## config.mk

```make
export PLATFORM = sky130hd
export DESIGN_NAME = oram_tree_path_address_gen_core
export DESIGN_NICKNAME = d
export VERILOG_FILES = /design/src/rtl/otpag_pkg.sv /design/src/rtl/oram_tree_path_address_gen_core.sv /design/src/rtl/otpag_cfg.sv /design/src/rtl/otpag_seq.sv /design/src/rtl/otpag_dp.sv
export VERILOG_INCLUDE_DIRS = /design/src /design/src/rtl
export SDC_FILE = /design/constraint.sdc
export NUM_CORES = 2
export LEC_CHECK = 0
export ABC_CLOCK_PERIOD_IN_PS = 8900
export BUFFER_PORTS_ARGS = -buffer_cell sky130_fd_sc_hd__clkbuf_2
export CELL_PAD_IN_SITES_DETAIL_PLACEMENT = 0
export CELL_PAD_IN_SITES_GLOBAL_PLACEMENT = 2
export CORE_UTILIZATION = 37
export DETAILED_ROUTE_END_ITERATION = 16
export MAX_ROUTING_LAYER = met4
export PLACE_DENSITY = 0.8
export SLEW_MARGIN = 20
export SYNTH_ARGS = -nofsm -noshare
export SYNTH_HDL_FRONTEND = slang
export SYNTH_SLANG_ARGS = --single-unit
```

## constraint.sdc

```tcl
create_clock -name clock -period 8.9 [get_ports clock]
set_clock_uncertainty 0.05 [all_clocks]
set_input_delay 0.445 -clock clock [delete_from_list [all_inputs] [get_ports clock]]
set_output_delay 0.445 -clock clock [all_outputs]
set_load 0.005 [all_outputs]
```

## src/rtl/oram_tree_path_address_gen_core_defines.svh

```systemverilog
// ----------------------------------------------------------------------------
// ORAM tree path address generator: assertion macros
// Concurrent checks on clock, synchronous reset masks each check.
// ----------------------------------------------------------------------------
`ifndef ORAM_TREE_PATH_ADDRESS_GEN_CORE_DEFINES_SVH
`define ORAM_TREE_PATH_ADDRESS_GEN_CORE_DEFINES_SVH

// same-cycle implication
`define OTPAG_ASSERT_NOW(label, ante, cons, msg) \
   label: assert property (@(posedge clock) disable iff (reset) (ante) |-> (cons)) else $error(msg);

// next-cycle implication
`define OTPAG_ASSERT_NEXT(label, ante, cons, msg) \
   label: assert property (@(posedge clock) disable iff (reset) (ante) |=> (cons)) else $error(msg);

`endif

```

## src/rtl/otpag_pkg.sv

```systemverilog
// ----------------------------------------------------------------------------
// otpag_pkg
// Widths, register indexes, reset values and shared types of the
// ORAM tree path address generator.
// ----------------------------------------------------------------------------
package otpag_pkg;

   localparam int ADDR_W   = 48;
   localparam int PATH_W   = 32;
   localparam int LVL_W    = 6;
   localparam int LVLO_W   = 5;
   localparam int BKT_W    = 17;
   localparam int PAGE_W   = 21;
   localparam int BASE_W   = 40;
   localparam int LPP_W    = 5;
   localparam int CIDX_W   = 3;
   localparam int CDAT_W   = 40;
   localparam int MUL_W    = PATH_W + PAGE_W;
   localparam int SH_W     = BKT_W + PAGE_W;

   localparam logic [LVL_W-1:0] LEVELS_MAX = 6'd32;

   localparam logic [CIDX_W-1:0] CSR_LAYOUT_MODE  = 3'd0;
   localparam logic [CIDX_W-1:0] CSR_TREE_LEVELS  = 3'd1;
   localparam logic [CIDX_W-1:0] CSR_BUCKET_BYTES = 3'd2;
   localparam logic [CIDX_W-1:0] CSR_PAGE_BYTES   = 3'd3;
   localparam logic [CIDX_W-1:0] CSR_BASE_OFFSET  = 3'd4;

   localparam logic [LVL_W-1:0]  RST_LEVELS = 6'd16;
   localparam logic [BKT_W-1:0]  RST_BUCKET = 17'd64;
   localparam logic [PAGE_W-1:0] RST_PAGE   = 21'd4096;
   localparam logic [BASE_W-1:0] RST_BASE   = '0;
   // 4096 / 64 = 64 buckets per page: 6 levels per page, 16 mod 6 on top
   localparam logic [LPP_W-1:0]  RST_LPP    = 5'd6;
   localparam logic [LVL_W-1:0]  RST_TOP    = 6'd4;

   typedef struct packed {
      logic              mode;
      logic [LVL_W-1:0]  levels;
      logic [BKT_W-1:0]  bucket;
      logic [PAGE_W-1:0] page;
      logic [BASE_W-1:0] base;
      logic [LPP_W-1:0]  lpp;
      logic [LVL_W-1:0]  top;
   } cfg_type;

   typedef struct packed {
      logic              load;
      logic              row_mul;
      logic              row_add;
      logic              emit;
      logic              last;
      logic [LVLO_W-1:0] level;
      logic [LVLO_W-1:0] shamt;
      logic [LVLO_W-1:0] bit_sel;
   } ctl_type;

   function automatic logic [LVL_W-1:0] eff_levels(input logic [LVL_W-1:0] v);
      logic [LVL_W-1:0] r;
      r = v;
      if (v == '0) begin
         r = 6'd1;
      end else if (v > LEVELS_MAX) begin
         r = LEVELS_MAX;
      end
      return r;
   endfunction

endpackage

```

## src/rtl/oram_tree_path_address_gen_core.sv

```systemverilog
// ----------------------------------------------------------------------------
// oram_tree_path_address_gen_core
// Path ORAM bucket address generator: one leaf path in, one bucket address
// per tree level out, root first, plain heap or paged layout.
// ----------------------------------------------------------------------------
//  channel   handshake             payload
//  req       start / busy          req_leaf_path, req_access_kind
//  rsp       rsp_valid (strobe)    rsp_bucket_address, rsp_tree_level,
//                                  rsp_access_type_out, rsp_last_of_path
//  csr       csr_valid / csr_ready csr_index, csr_wdata
//
//  Busy holds after a transfer through the load state, each level's emit
//  state and, in paged layout, a multiply and an add state per page row
//  below the top page; the next transfer can follow at once. The first
//  result is registered after the load and emit states; results cannot
//  stall. A register write rederives the page split (shift-compare of
//  bucket vs page size, then repeated subtract); reset presets both.
// ----------------------------------------------------------------------------
`include "oram_tree_path_address_gen_core_defines.svh"

module oram_tree_path_address_gen_core
   import otpag_pkg::*;
(
   input  logic              clock,
   input  logic              reset,
   input  logic              start,
   output logic              busy,
   input  logic [PATH_W-1:0] req_leaf_path,
   input  logic              req_access_kind,
   output logic              rsp_valid,
   output logic [ADDR_W-1:0] rsp_bucket_address,
   output logic [LVLO_W-1:0] rsp_tree_level,
   output logic              rsp_access_type_out,
   output logic              rsp_last_of_path,
   input  logic              csr_valid,
   output logic              csr_ready,
   input  logic [CIDX_W-1:0] csr_index,
   input  logic [CDAT_W-1:0] csr_wdata
);

   cfg_type cfg;
   ctl_type ctl;
   logic    seq_busy;
   logic    cfg_busy;
   logic    start_acc;

   assign busy      = seq_busy || cfg_busy;
   assign start_acc = start && !busy;

   otpag_cfg u_cfg (
      .clock     (clock),
      .reset     (reset),
      .start     (start),
      .seq_busy  (seq_busy),
      .csr_valid (csr_valid),
      .csr_ready (csr_ready),
      .csr_index (csr_index),
      .csr_wdata (csr_wdata),
      .cfg       (cfg),
      .cfg_busy  (cfg_busy)
   );

   otpag_seq u_seq (
      .clock     (clock),
      .reset     (reset),
      .start_acc (start_acc),
      .cfg       (cfg),
      .ctl       (ctl),
      .seq_busy  (seq_busy)
   );

   otpag_dp u_dp (
      .clock               (clock),
      .reset               (reset),
      .start_acc           (start_acc),
      .req_leaf_path       (req_leaf_path),
      .req_access_kind     (req_access_kind),
      .cfg                 (cfg),
      .ctl                 (ctl),
      .rsp_valid           (rsp_valid),
      .rsp_bucket_address  (rsp_bucket_address),
      .rsp_tree_level      (rsp_tree_level),
      .rsp_access_type_out (rsp_access_type_out),
      .rsp_last_of_path    (rsp_last_of_path)
   );

   `OTPAG_ASSERT_NEXT(a_leaf_ends, rsp_valid && rsp_last_of_path, !rsp_valid, "strobe after leaf")
   `OTPAG_ASSERT_NOW(a_mid_path_busy, rsp_valid && !rsp_last_of_path, busy, "idle mid path")
   `OTPAG_ASSERT_NEXT(a_start_busy, start && !busy, busy && !rsp_valid, "no walk after transfer")

endmodule

```

## src/rtl/otpag_cfg.sv

```systemverilog
// ----------------------------------------------------------------------------
// otpag_cfg
// Configuration registers and the iterative derivation of levels per page
// (shift-compare) and levels in the top page (repeated subtract).
// ----------------------------------------------------------------------------
module otpag_cfg
   import otpag_pkg::*;
(
   input  logic              clock,
   input  logic              reset,
   input  logic              start,
   input  logic              seq_busy,
   input  logic              csr_valid,
   output logic              csr_ready,
   input  logic [CIDX_W-1:0] csr_index,
   input  logic [CDAT_W-1:0] csr_wdata,
   output cfg_type           cfg,
   output logic              cfg_busy
);

   typedef enum logic [3:0] {
      D_IDLE = 4'b0001,
      D_INIT = 4'b0010,
      D_LPP  = 4'b0100,
      D_TOP  = 4'b1000
   } dstate_type;

   dstate_type        state_ff, state_in;
   logic              mode_ff, mode_in;
   logic [LVL_W-1:0]  levels_ff, levels_in;
   logic [BKT_W-1:0]  bucket_ff, bucket_in;
   logic [PAGE_W-1:0] page_ff, page_in;
   logic [BASE_W-1:0] base_ff, base_in;
   logic [LPP_W-1:0]  lpp_ff, lpp_in;
   logic [LVL_W-1:0]  top_ff, top_in;
   logic [SH_W-1:0]   sh_ff, sh_in;
   logic [LPP_W-1:0]  k_ff, k_in;
   logic              wr;
   logic [BKT_W-1:0]  bsz;

   assign cfg_busy  = (state_ff != D_IDLE);
   assign csr_ready = !seq_busy && !cfg_busy && !start;
   assign wr        = csr_valid && csr_ready;
   assign bsz       = (bucket_ff == '0) ? 17'd1 : bucket_ff;

   always_comb begin
      state_in  = state_ff;
      mode_in   = mode_ff;
      levels_in = levels_ff;
      bucket_in = bucket_ff;
      page_in   = page_ff;
      base_in   = base_ff;
      lpp_in    = lpp_ff;
      top_in    = top_ff;
      sh_in     = sh_ff;
      k_in      = k_ff;
      case (state_ff)
         D_IDLE: begin
            if (wr) begin
               state_in = D_INIT;
               case (csr_index)
                  CSR_LAYOUT_MODE:  mode_in   = csr_wdata[0];
                  CSR_TREE_LEVELS:  levels_in = eff_levels(csr_wdata[LVL_W-1:0]);
                  CSR_BUCKET_BYTES: bucket_in = csr_wdata[BKT_W-1:0];
                  CSR_PAGE_BYTES:   page_in   = csr_wdata[PAGE_W-1:0];
                  CSR_BASE_OFFSET:  base_in   = csr_wdata[BASE_W-1:0];
                  default:          state_in  = D_IDLE;
               endcase
            end
         end
         D_INIT: begin
            sh_in    = {{(SH_W-BKT_W-1){1'b0}}, bsz, 1'b0};
            k_in     = 5'd1;
            lpp_in   = 5'd1;
            state_in = D_LPP;
         end
         D_LPP: begin
            if (sh_ff <= {{(SH_W-PAGE_W){1'b0}}, page_ff}) begin
               lpp_in = k_ff;
               k_in   = k_ff + 5'd1;
               sh_in  = {sh_ff[SH_W-2:0], 1'b0};
            end else begin
               top_in   = levels_ff;
               state_in = D_TOP;
            end
         end
         D_TOP: begin
            if (top_ff > {1'b0, lpp_ff}) begin
               top_in = top_ff - {1'b0, lpp_ff};
            end else begin
               state_in = D_IDLE;
            end
         end
         default: state_in = D_IDLE;
      endcase
   end

   always_ff @(posedge clock) begin
      if (reset) begin
         state_ff  <= D_IDLE;
         mode_ff   <= 1'b0;
         levels_ff <= RST_LEVELS;
         bucket_ff <= RST_BUCKET;
         page_ff   <= RST_PAGE;
         base_ff   <= RST_BASE;
         lpp_ff    <= RST_LPP;
         top_ff    <= RST_TOP;
      end else begin
         state_ff  <= state_in;
         mode_ff   <= mode_in;
         levels_ff <= levels_in;
         bucket_ff <= bucket_in;
         page_ff   <= page_in;
         base_ff   <= base_in;
         lpp_ff    <= lpp_in;
         top_ff    <= top_in;
      end
   end

   always_ff @(posedge clock) begin
      sh_ff <= sh_in;
      k_ff  <= k_in;
   end

   assign cfg.mode   = mode_ff;
   assign cfg.levels = levels_ff;
   assign cfg.bucket = bucket_ff;
   assign cfg.page   = page_ff;
   assign cfg.base   = base_ff;
   assign cfg.lpp    = lpp_ff;
   assign cfg.top    = top_ff;

endmodule

```

## src/rtl/otpag_seq.sv

```systemverilog
// ----------------------------------------------------------------------------
// otpag_seq
// Level sequencer: walks root to leaf, one level per emit cycle, and
// inserts, in paged layout, a multiply and an add state at each page row start.
// ----------------------------------------------------------------------------
module otpag_seq
   import otpag_pkg::*;
(
   input  logic    clock,
   input  logic    reset,
   input  logic    start_acc,
   input  cfg_type cfg,
   output ctl_type ctl,
   output logic    seq_busy
);

   typedef enum logic [4:0] {
      S_IDLE    = 5'b00001,
      S_LOAD    = 5'b00010,
      S_EMIT    = 5'b00100,
      S_ROW_MUL = 5'b01000,
      S_ROW_ADD = 5'b10000
   } state_type;

   state_type         state_ff, state_in;
   logic [LVLO_W-1:0] level_ff, level_in;
   logic [LVL_W-1:0]  seg_ff, seg_in;
   logic [LVL_W-1:0]  shamt_full;
   logic [LVL_W-1:0]  bit_full;
   logic              last;

   assign shamt_full = cfg.levels - 6'd1 - {1'b0, level_ff};
   assign bit_full   = shamt_full - 6'd1;
   assign last       = ({1'b0, level_ff} == (cfg.levels - 6'd1));

   always_comb begin
      state_in = state_ff;
      level_in = level_ff;
      seg_in   = seg_ff;
      case (state_ff)
         S_IDLE: begin
            if (start_acc) begin
               state_in = S_LOAD;
               level_in = '0;
               seg_in   = cfg.top;
            end
         end
         S_LOAD: state_in = S_EMIT;
         S_EMIT: begin
            if (last) begin
               state_in = S_IDLE;
            end else begin
               level_in = level_ff + 5'd1;
               seg_in   = seg_ff - 6'd1;
               if (cfg.mode && (seg_ff == 6'd1)) begin
                  state_in = S_ROW_MUL;
                  seg_in   = {1'b0, cfg.lpp};
               end
            end
         end
         S_ROW_MUL: state_in = S_ROW_ADD;
         S_ROW_ADD: state_in = S_EMIT;
         default:   state_in = S_IDLE;
      endcase
   end

   always_ff @(posedge clock) begin
      if (reset) begin
         state_ff <= S_IDLE;
         level_ff <= '0;
         seg_ff   <= '0;
      end else begin
         state_ff <= state_in;
         level_ff <= level_in;
         seg_ff   <= seg_in;
      end
   end

   assign seq_busy    = (state_ff != S_IDLE);
   assign ctl.load    = (state_ff == S_LOAD);
   assign ctl.row_mul = (state_ff == S_ROW_MUL);
   assign ctl.row_add = (state_ff == S_ROW_ADD);
   assign ctl.emit    = (state_ff == S_EMIT);
   assign ctl.last    = last;
   assign ctl.level   = level_ff;
   assign ctl.shamt   = shamt_full[LVLO_W-1:0];
   assign ctl.bit_sel = bit_full[LVLO_W-1:0];

endmodule

```

## src/rtl/otpag_dp.sv

```systemverilog
// ----------------------------------------------------------------------------
// otpag_dp
// Address datapath: one shared multiplier for the root and page row
// offsets, a doubling accumulator for the heap index times bucket size.
// ----------------------------------------------------------------------------
module otpag_dp
   import otpag_pkg::*;
(
   input  logic              clock,
   input  logic              reset,
   input  logic              start_acc,
   input  logic [PATH_W-1:0] req_leaf_path,
   input  logic              req_access_kind,
   input  cfg_type           cfg,
   input  ctl_type           ctl,
   output logic              rsp_valid,
   output logic [ADDR_W-1:0] rsp_bucket_address,
   output logic [LVLO_W-1:0] rsp_tree_level,
   output logic              rsp_access_type_out,
   output logic              rsp_last_of_path
);

   logic [PATH_W-1:0] path_ff;
   logic              kind_ff;
   logic [ADDR_W-1:0] rel_ff, rel_in;
   logic [ADDR_W-1:0] sum_ff, sum_in;
   logic [ADDR_W-1:0] pb_ff, pb_in;
   logic [ADDR_W-1:0] prod_ff;
   logic              valid_ff;
   logic [ADDR_W-1:0] addr_ff;
   logic [LVLO_W-1:0] level_ff;
   logic              kout_ff;
   logic              last_ff;

   logic [PATH_W-1:0] prefix;
   logic [PAGE_W-1:0] opb;
   logic [MUL_W-1:0]  mul_full;
   logic [ADDR_W-1:0] inc;
   logic [ADDR_W-1:0] page_sh;
   logic              pbit;

   assign prefix   = path_ff >> ctl.shamt;
   assign opb      = ctl.row_mul ? cfg.page : {{(PAGE_W-BKT_W){1'b0}}, cfg.bucket};
   assign mul_full = {{PAGE_W{1'b0}}, prefix} * {{PATH_W{1'b0}}, opb};
   assign pbit     = path_ff[ctl.bit_sel];
   assign inc      = pbit ? {{(ADDR_W-BKT_W-1){1'b0}}, cfg.bucket, 1'b0}
                          : {{(ADDR_W-BKT_W){1'b0}}, cfg.bucket};
   assign page_sh  = {{(ADDR_W-PAGE_W){1'b0}}, cfg.page} << ctl.level;

   always_comb begin
      rel_in = rel_ff;
      sum_in = sum_ff;
      pb_in  = pb_ff;
      if (ctl.load) begin
         rel_in = mul_full[ADDR_W-1:0];
         sum_in = {{(ADDR_W-BASE_W){1'b0}}, cfg.base};
         pb_in  = {{(ADDR_W-BASE_W){1'b0}}, cfg.base}
                + {{(ADDR_W-PAGE_W){1'b0}}, cfg.page};
      end else if (ctl.row_add) begin
         rel_in = '0;
         sum_in = prod_ff + pb_ff;
         pb_in  = pb_ff + page_sh;
      end else if (ctl.emit) begin
         rel_in = {rel_ff[ADDR_W-2:0], 1'b0} + inc;
      end
   end

   always_ff @(posedge clock) begin
      if (start_acc) begin
         path_ff <= req_leaf_path;
         kind_ff <= req_access_kind;
      end
      if (ctl.row_mul) begin
         prod_ff <= mul_full[ADDR_W-1:0];
      end
      rel_ff <= rel_in;
      sum_ff <= sum_in;
      pb_ff  <= pb_in;
      if (ctl.emit) begin
         addr_ff  <= rel_ff + sum_ff;
         level_ff <= ctl.level;
         kout_ff  <= kind_ff;
         last_ff  <= ctl.last;
      end
   end

   always_ff @(posedge clock) begin
      if (reset) begin
         valid_ff <= 1'b0;
      end else begin
         valid_ff <= ctl.emit;
      end
   end

   assign rsp_valid           = valid_ff;
   assign rsp_bucket_address  = addr_ff;
   assign rsp_tree_level      = level_ff;
   assign rsp_access_type_out = kout_ff;
   assign rsp_last_of_path    = last_ff;

endmodule
```

==> flow_metrics.py <==
metrics = {
    "sta": {
        "fin_crit_sh_pct": 101,
        "hold_viol": 0,
        "max_freq_ghz": 0.111,
        "rsz0062_at_grt": "yes",
        "setup_viol": 9,
        "whs_ps": 33.6,
        "slew_headroom_pct": 24.2,
        "fin_crit_ps": 8990,
        "setup_ws_ps": -88.7,
        "drv_slew": 0,
        "worst_pin_slew_ps": 1130,
    },
    "clock_tree": {
        "ctsLongestPathBuffers": 3,
        "cts_sinks": 439,
        "tritoncts.num_buffers": 55,
        "insertion_delay_ps": 670,
        "cts_root_buf": "clkbuf_16",
        "cts_tree": "done",
        "h-tree-depth": 2,
        "cts.reportedPaths.clkPinSlew_ps": 70,
    },
    "logic_synthesis": {
        "netlist_instances": 5726,
        "synth-async-reset-ratio_pct": 0,
        "yosys.area.top_type_share_pct": 22.4,
        "synth_edf_count": 314,
        "syn_nets": 6718,
        "syn_area_per_cell_sq_um": 8.85,
        "syn_area_sq_um": 50700,
        "ys_top_cells_by_area": "fa_1 (22%), edfxtp_1 (19%), ha_1 (8.5%)",
        "synth-seq-cells": 439,
        "yosysWarnings": 0,
        "synth.distinct_cells": 107,
        "ys_seq_area_share_pct": 23.6,
        "yosys.area.top_type": "fa_1",
        "synth_ff_type": "edfxtp_1",
    },
    "worst_setup_path": {
        "crit_path_top_delay_cell": "fa_2",
        "crit_end": "u_dp.rel_ff[37]",
        "reg2regPathDepth": 35,
        "cp_max_fo": 10,
        "critPathKind": "register to register",
        "r2r_end": "u_dp.rel_ff[37]",
        "crit_top_cell": "fa_1",
        "critPathMaxStageDelay_ps": 610,
        "end_kind": "register",
        "cp_data_required_time_ps": 9290,
        "cp.arrival_ps": 9370,
        "r2r_slack_ps": -90,
        "critPathLaunchType": "register",
        "r2r-start": "u_cfg.levels_ff[0]",
        "crit_start": "u_cfg.levels_ff[0]",
    },
    "layout": {
        "nNetsFinal": 7251,
        "drive_above_1_share_pct": 17.7,
        "instances_no_fill": 8088,
        "fin_util_pct": 44.9,
        "syn_to_final_growth_pct": 20.2,
        "fillers": 13409,
    },
    "floorplan": {
        "core_area_sq_um": 136000,
        "dieArea_sq_um": 138000,
        "io_pins": 138,
        "die_w_um": 372,
        "dieHeight_um": 372,
        "start_util_pct": 37.3,
        "fp-row-count": 135,
    },
    "global_routing": {
        "met2_usage_pct": 42.5,
        "use_met3_pct": 2.44,
        "grt_pass1_vias": 43413,
        "grt_use_met1_pct": 35.3,
        "grt_max_degree": 83,
        "grt_overflow": 0,
        "top_usage_layer": "met2",
        "grt_usage_pct": 26.5,
        "antenna_found_initial": 2,
        "grt_pass1_wl_um": 268000,
    },
    "run": {
        "drv_cap": 0,
    },
    "power_and_ir_drop": {
        "powerDensity_nw_per_um2": 142,
        "p_leak_nw": 26.3,
        "p_total_mw": 8.67,
        "vdd_drop_max_v": 0.000155,
    },
    "detailed_routing": {
        "vias": 43064,
        "routed_wl_um": 178000,
        "drtPass1Iterations": 6,
        "viasPerCell": 5.32,
        "wl_per_cell_um": 22.0,
        "ant_nets": 0,
        "first_iter_violations": 3240,
        "drc_errors": 0,
    },
    "placed_design": {
        "dpl.cell_count": 7857,
        "io_buffers": 137,
        "gp_congestion": 0.931,
        "dp_hpwl_um": 143000,
    },
    "run_status": {
        "status": "finished with violations",
        "violations": "negative setup slack",
    },
    "hold_path": {
        "min_path_type": "input pin to register",
    },
}
-- area by class of cell --
| class | count | area [sq um] | area share (%) |
|---|---|---|---|
| clock inverter | 30 | 397 | 0.651 |
| sequential | 439 | 11900 | 19.6 |
| clock buffer | 73 | 1540 | 2.54 |
| inverter | 717 | 2690 | 4.42 |
| tap | 1781 | 2230 | 3.66 |
| timing repair buffer | 713 | 5680 | 9.34 |
| antenna | 2 | 5.00 | 0.00822 |
| multi-input combinational | 4333 | 36400 | 59.8 |
-- cell usage after synthesis (74+ instances only) --
master	count
nand2_1	867
inv_1	716
nor2_1	636
fa_1	566
a21oi_1	363
ha_1	346
edfxtp_1	314
o21ai_0	219
clkbuf_1	192
xnor2_1	167
dfxtp_1	125
a21o_1	108
xor2_1	93
mux2i_1	84
nand3_1	74
-- metrics by stage --
stage / cell area [sq um] / setup slack [ps] / TNS, ps
after floorplan: 50800 / 4.78 / 0
after global placement: 56500 / -408 / -9340
after detailed placement: 56500 / -458 / -11960
after CTS: 60000 / -79.9 / -307
after global routing: 60900 / -488 / -9540
final: 60900 / -88.7 / -423
-- flip-flops by register name, summed over array words and instances, names as in the netlist, 6 cells and up --
register,flops
u_dp.pb_ff,48
u_dp.prod_ff,48
u_dp.rel_ff,48
u_dp.rsp_bucket_address,48
u_dp.sum_ff,48
u_cfg.base_ff,40
u_cfg.sh_ff,37
u_dp.path_ff,32
u_cfg.page_ff,21
u_cfg.bucket_ff,17
u_cfg.levels_ff,6
u_cfg.top_ff,6
u_seq.seg_ff,6
-- cell families (layout without fill, tap and decap cells) --
family	count (synthesis)	after routing	share of synthesized area, %
buffers and inverters	955	1533	7.20
xor gates and xnor gates	266	266	4.70
AOI/OAI and AO/OA	1083	1083	13.6
other	0	2	0
and+or+nand+nor	1932	1933	16.4
adders and majority gates	912	912	30.9
DFF	439	439	23.6
muxes	139	139	3.63
-- critical path: cells and delay by family (launching register included) --
| family | cells | cell delay, ps |
|---|---|---|
| adders and majority gates | 10 | 4850 |
| AOI/OAI and AO/OA | 7 | 1290 |
| buffers and inverters | 10 | 1120 |
| muxes | 3 | 510 |
| and+or+nand+nor | 4 | 490 |
| DFF | 1 | 340 |
| xor gates and xnor gates | 1 | 140 |
-- per-layer routing --
metal  vias up  routed length [um]
met3       257                8790
met1     21417               80000
li1      20166                   -
met5         -                   0
met4         0                6300
met2      1224               82600
-- report_power, final --
group / switching, mW / leakage, nW / internal (mW)
sequential: 0.136 / 3.78 / 2.41
combinational: 2.11 / 21.6 / 1.59
clock: 0.986 / 0.953 / 1.43
total: 3.23 / 26.3 / 5.43
-- cells in the final DEF (no fill, tap or decap), types with 38 or more instances in the layout --
cell           synthesis  final
clkbuf_2               0    136
xnor2_1              167    153
and2_1                52     42
dlygate4sd3_1          0     54
clkbuf_16              0     55
nand2_1              867    849
o21a_1                39     38
ha_1                 346    329
o21ai_0              219    186
dfxtp_1              125    122
nor2_1               636    612
edfxtp_1             314    314
nor3_1                62     59
nand3_1               74     67
a21o_1               108    106
inv_1                716    693
xor2_1                93     89
fa_1                 566    541
buf_4                  2    455
nor2b_1               45     44
mux2i_1               84     60
a21oi_1              363    336
-- worst min path at each step --
stage / start / end / slack (ps) / cells past startpoint
after floorplan: u_dp.kind_ff / u_dp.rsp_access_type_out / 350 / 0
after global placement: u_dp.kind_ff / u_dp.rsp_access_type_out / 350 / 0
after detailed placement: u_dp.kind_ff / u_dp.rsp_access_type_out / 370 / 0
after CTS: csr_wdata[20] / u_cfg.page_ff[20] / 0.01 / 3
after global routing: csr_wdata[19] / u_cfg.page_ff[19] / 30 / 3
final: csr_wdata[6] / u_cfg.page_ff[6] / 30 / 3
-- what timing repair did --
item,in CTS,in global routing
setup buffers,44,32
gates cloned,2,1
pin swaps,62,85
setup endpoints to repair,55,63
hold buffers,54,0
gates resized for setup,150,169
hold endpoints to repair,56,0
Power figures use the tool's default switching activity.
